[src/hdl/scs_pkg.sv]
// Shared types, codes and sizes for the searchable control stack.
package scs_pkg;

    localparam int STACK_DEPTH = 64;
    localparam int CNT_W       = $clog2(STACK_DEPTH + 1);
    localparam int REF_W       = 64;
    localparam int CLS_W       = 32;
    localparam int CTX_W       = 32;
    localparam int ACT_W       = 4;
    localparam int STATUS_W    = 2;
    localparam int ECOUNT_W    = 7;

    typedef enum logic [ACT_W-1:0] {
        ACT_PUSH             = 4'd0,
        ACT_POP              = 4'd1,
        ACT_READ             = 4'd2,
        ACT_CLEAR            = 4'd3,
        ACT_FIND_REF         = 4'd4,
        ACT_FIND_CLASS       = 4'd5,
        ACT_FIND_CLASS_CTX   = 4'd6,
        ACT_FIND_CLASS_OTHER = 4'd7,
        ACT_FIND_CTX         = 4'd8
    } t_action;

    typedef enum logic [STATUS_W-1:0] {
        ST_OK    = 2'd0,
        ST_FULL  = 2'd1,
        ST_EMPTY = 2'd2
    } t_status;

    typedef enum logic [1:0] {
        S_IDLE,
        S_EXEC,
        S_DONE
    } t_state;

    typedef struct packed {
        logic [REF_W-1:0] ref_value;
        logic [CLS_W-1:0] class_value;
        logic [CTX_W-1:0] context_value;
    } t_entry;

    // Command broadcast to every cell of the chain.
    typedef struct packed {
        logic    shift_dn;
        logic    shift_up;
        logic    clr;
        logic    cmp;
        t_action act;
        t_entry  key;
    } t_cell_cmd;

endpackage

[src/hdl/scs_cell.sv]
// One stack cell: holds an entry and its live flag, shifts with its neighbors, compares.
module scs_cell import scs_pkg::*; (
    input  logic      i_clk,
    input  logic      i_rst_n,
    input  t_cell_cmd i_cmd,
    input  t_entry    i_up_entry,
    input  logic      i_up_live,
    input  t_entry    i_dn_entry,
    input  logic      i_dn_live,
    output t_entry    o_entry,
    output logic      o_live,
    output logic      o_match
);

    t_entry r_entry;
    logic   r_live;
    logic   r_match;
    logic   n_match;

    always_comb begin
        case (i_cmd.act)
            ACT_FIND_REF:         n_match = (r_entry.ref_value == i_cmd.key.ref_value);
            ACT_FIND_CLASS:       n_match = (r_entry.class_value == i_cmd.key.class_value);
            ACT_FIND_CLASS_CTX:   n_match = (r_entry.class_value == i_cmd.key.class_value) &&
                                            (r_entry.context_value == i_cmd.key.context_value);
            ACT_FIND_CLASS_OTHER: n_match = (r_entry.class_value == i_cmd.key.class_value) &&
                                            (r_entry.context_value != i_cmd.key.context_value);
            ACT_FIND_CTX:         n_match = (r_entry.context_value == i_cmd.key.context_value);
            default:              n_match = 1'b0;
        endcase
    end

    always_ff @(posedge i_clk) begin
        if (!i_rst_n) begin
            r_live  <= 1'b0;
            r_match <= 1'b0;
        end else begin
            if (i_cmd.clr) begin
                r_live <= 1'b0;
            end else if (i_cmd.shift_dn) begin
                r_live <= i_up_live;
            end else if (i_cmd.shift_up) begin
                r_live <= i_dn_live;
            end
            // Hold the match until the next compare so a stalled response keeps it
            if (i_cmd.cmp) begin
                r_match <= r_live & n_match;
            end
        end
    end

    // Payload: no reset, only live entries are ever read.
    always_ff @(posedge i_clk) begin
        if (i_cmd.shift_dn) begin
            r_entry <= i_up_entry;
        end else if (i_cmd.shift_up) begin
            r_entry <= i_dn_entry;
        end
    end

    assign o_entry = r_entry;
    assign o_live  = r_live;
    assign o_match = r_match;

endmodule

[config.mk]
export PLATFORM = sky130hd
export DESIGN_NAME = scs_cell
export DESIGN_NICKNAME = d
export VERILOG_FILES = /design/src/hdl/scs_pkg.sv /design/src/hdl/scs_cell.sv
export SDC_FILE = /design/constraint.sdc
export NUM_CORES = 1
export LEC_CHECK = 0
export ABC_AREA = 1
export BUFFER_PORTS_ARGS = -buffer_cell sky130_fd_sc_hd__buf_4
export CAP_MARGIN = 40
export CORE_AREA = 2 2 204 206
export CTS_CLUSTER_SIZE = 40
export DETAILED_ROUTE_END_ITERATION = 6
export DIE_AREA = 0 0 206 208
export PLACE_DENSITY = 0.48
export SYNTH_ARGS = -nofsm -noshare
export SYNTH_HDL_FRONTEND = slang
export SYNTH_SLANG_ARGS = --single-unit
export TNS_END_PERCENT = 100
[constraint.sdc]
create_clock -name i_clk -period 4.64 [get_ports i_clk]
set_clock_uncertainty 0.15 [all_clocks]
set_input_delay 0.464 -clock i_clk [delete_from_list [all_inputs] [get_ports i_clk]]
set_output_delay 0.464 -clock i_clk [all_outputs]
set_load 0.1 [all_outputs]
==> results_dict.tcl <==
set metrics [dict create \
    drc_errors 0 \
    end_kind "register" \
    required_ns 4.87 \
    critPathLaunch "o_entry[95]" \
    syn_avg_cell_area_um2 7.11 \
    hold_viol 0 \
    cts_tree "done" \
    area_growth_pct 67.3 \
    grt_pass1_wl_um 48800 \
    max_slew.worst_pin.slew_ns 0.784 \
    clock_path_buffers 2 \
    synthTopCellsByArea "edfxtp_1 49%, nand2_1 29%, inv_1 6.9%" \
    die-height_um 208 \
    core_um2 40600 \
    grt_usage_pct 15.3 \
    crit_path_max_fanout 3 \
    arrival_ns 2.31 \
    cts_resized 0 \
    routedWlPerCell_um 15.7 \
    gp_congestion 0.846 \
    cts_sinks 130 \
    root_buffer "clkbuf_16" \
    vias_per_cell 3.91 \
    p_leak_nw 7.02 \
    grt_overflow 0 \
    io_buffers 525 \
    hpwl_um 27900 \
    die_area_um2 42800 \
    rsz0062_at_grt "false" \
    antenna_found_initial 2 \
    hold_buffers 0 \
    ys_async_sr_fraction_pct 0 \
    period_minus_slack_ns 2.09 \
    clk_latency_ns 0.44 \
    numCtsBuffers 17 \
    start_util_pct 19.2 \
    syn_area_um2 7780 \
    ant_nets 0 \
    worstSetupStartpointType "register" \
    ys_seq_elements 130 \
    htree_levels 4 \
    setup_tns_ns 0 \
    synth_top_area_cell "edfxtp_1" \
    cts_setup_buffers 0 \
    finalCritPeriodShare_pct 45.0 \
    min_from "i_cmd[133]" \
    rr_startpoint "o_entry[95]" \
    slew_violations 0 \
    drtIter0Drc 368 \
    synth_most_common_cell "nand2_1" \
    critPathKind "reg -> reg" \
    drt-total-wl_um 33900 \
    synth_nets 1490 \
    instances_no_fill 2162 \
    synth_top_area_share_pct 49.4 \
    die_w_um 206 \
    dp_cells 2129 \
    cap_violations 0 \
    synth_edf_count 128 \
    max-slew-margin-rel_pct 47.7 \
    ys_types 20 \
    fp-row-count 74 \
    vias 8462 \
    synth-warning-count 0 \
    cts.clk_slew.worst_paths_ns 0.06 \
    synth_common_cells "606 x nand2_1, 143 x inv_1, 128 x edfxtp_1" \
    grt_max_degree 75 \
    final_util_pct 32.1 \
    hold_class "in -> reg" \
    ios 526 \
    synth_flop_cell "edfxtp_1" \
    setup_viol 0 \
    grt_pass1_vias 8515 \
    seq_area_frac_synth_pct 49.9 \
    power_density_nw_per_um2 379 \
    outcome "finished clean" \
    ir_drop_v 0.000237 \
    syn_inst 1094 \
    first_pass_iters 4 \
    fin_nets 2012 \
    fmax_mhz 479 \
    layout-drive-gt1-share_pct 34.7 \
]
-- worst max-delay path, cell delays in order (launching register included) --
cell and delay, ns:
edfxtp_1 0.44, nand2_1 0.12, nand2_1 0.11, nor2_1 0.13, nand2_1 0.07, nor2_1 0.25
nand2_1 0.11, nor2_1 0.13, nand3_1 0.18, nand2_1 0.10, nand2_1 0.05, nand2_1 0.05
nand2_1 0.05, a21oi_2 0.10
-- cell usage in the layout (no fill, tap or decap) --
cell	n
xor2_1	18
diode_2	1
nand3b_1	1
o21bai_1	1
buf_4	530
o21ai_0	27
clkbuf_16	17
xnor2_1	18
nor2_1	97
inv_1	142
buf_12	1
bufinv_16	6
nand2_4	1
nor2_2	2
o221ai_1	1
clkinvlp_4	2
a21oi_2	1
nand3_1	12
inv_4	1
edfxtp_1	128
clkinv_1	2
nand2_1	605
dfxtp_1	2
o22ai_1	5
a311o_1	1
clkinv_4	3
nor3_1	3
clkinv_2	2
-- power breakdown --
group | switching [W] | leakage [nW] | internal (W) | total (W)
registers | 0.000107 | 1.33 | 0.00145 | 0.00155
logic | 0.00130 | 5.37 | 0.000502 | 0.00180
clock network | 0.000573 | 0.318 | 0.00100 | 0.00158
total | 0.00198 | 7.02 | 0.00295 | 0.00493
-- worst paths after layout --
path	to	slack, ns	depth (start not counted)
max	o_match	2.55	13
min	o_live	0.12	3
max reg2reg	o_match	2.55	13
min reg2reg	o_match	0.34	2
-- cell families after synthesis --
logic type,Yosys count,synth area share (%)
AO/OA/AOI/OAI,36,2.59
AND/OR/NAND/NOR,721,35.2
buffers and inverters,171,8.27
XOR/XNOR,36,4.05
flip-flops,130,49.9
-- layer usage --
metal / track usage (%) / part of all wire, % / up-vias
li1: - / - / 4363
met3: 5.75 / 9.7 / 29
met2: 28.0 / 51 / 367
met4: 5.00 / 2.2 / 2
met5: 0 / 0.032 / -
met1: 16.0 / 37 / 3701
-- final cells by class --
cell class                      instances  area (µm²)
Fill cell                            4392       27500
Timing Repair Buffer                  531        4000
Sequential cell                       130        3880
Multi-Input combinational cell        793        3260
Tap cell                              532         666
Inverter                              143         539
Clock buffer                           17         425
Clock inverter                         15         239
Antenna cell                            1        2.50
-- registers in the layout, summed over array words and instances, names as in the netlist --
signal   cells
o_match      1
o_entry    128
o_live       1
-- per-stage QoR --
stage	setup WS (ns)	power (W)	hold slack, ns	cell area, µm²
2_1_floorplan	0.220	0.00278	0.454	7780
3_3_place_gp	2.14	0.00339	0.332	12300
5_1_grt	2.32	0.00515	0.0980	13000
6_report	2.55	0.00493	0.123	13000
4_1_cts	2.35	0.00500	0.0810	13000
3_5_place_dp	2.11	0.00339	0.338	12300
(Power assumes the default switching activity.)
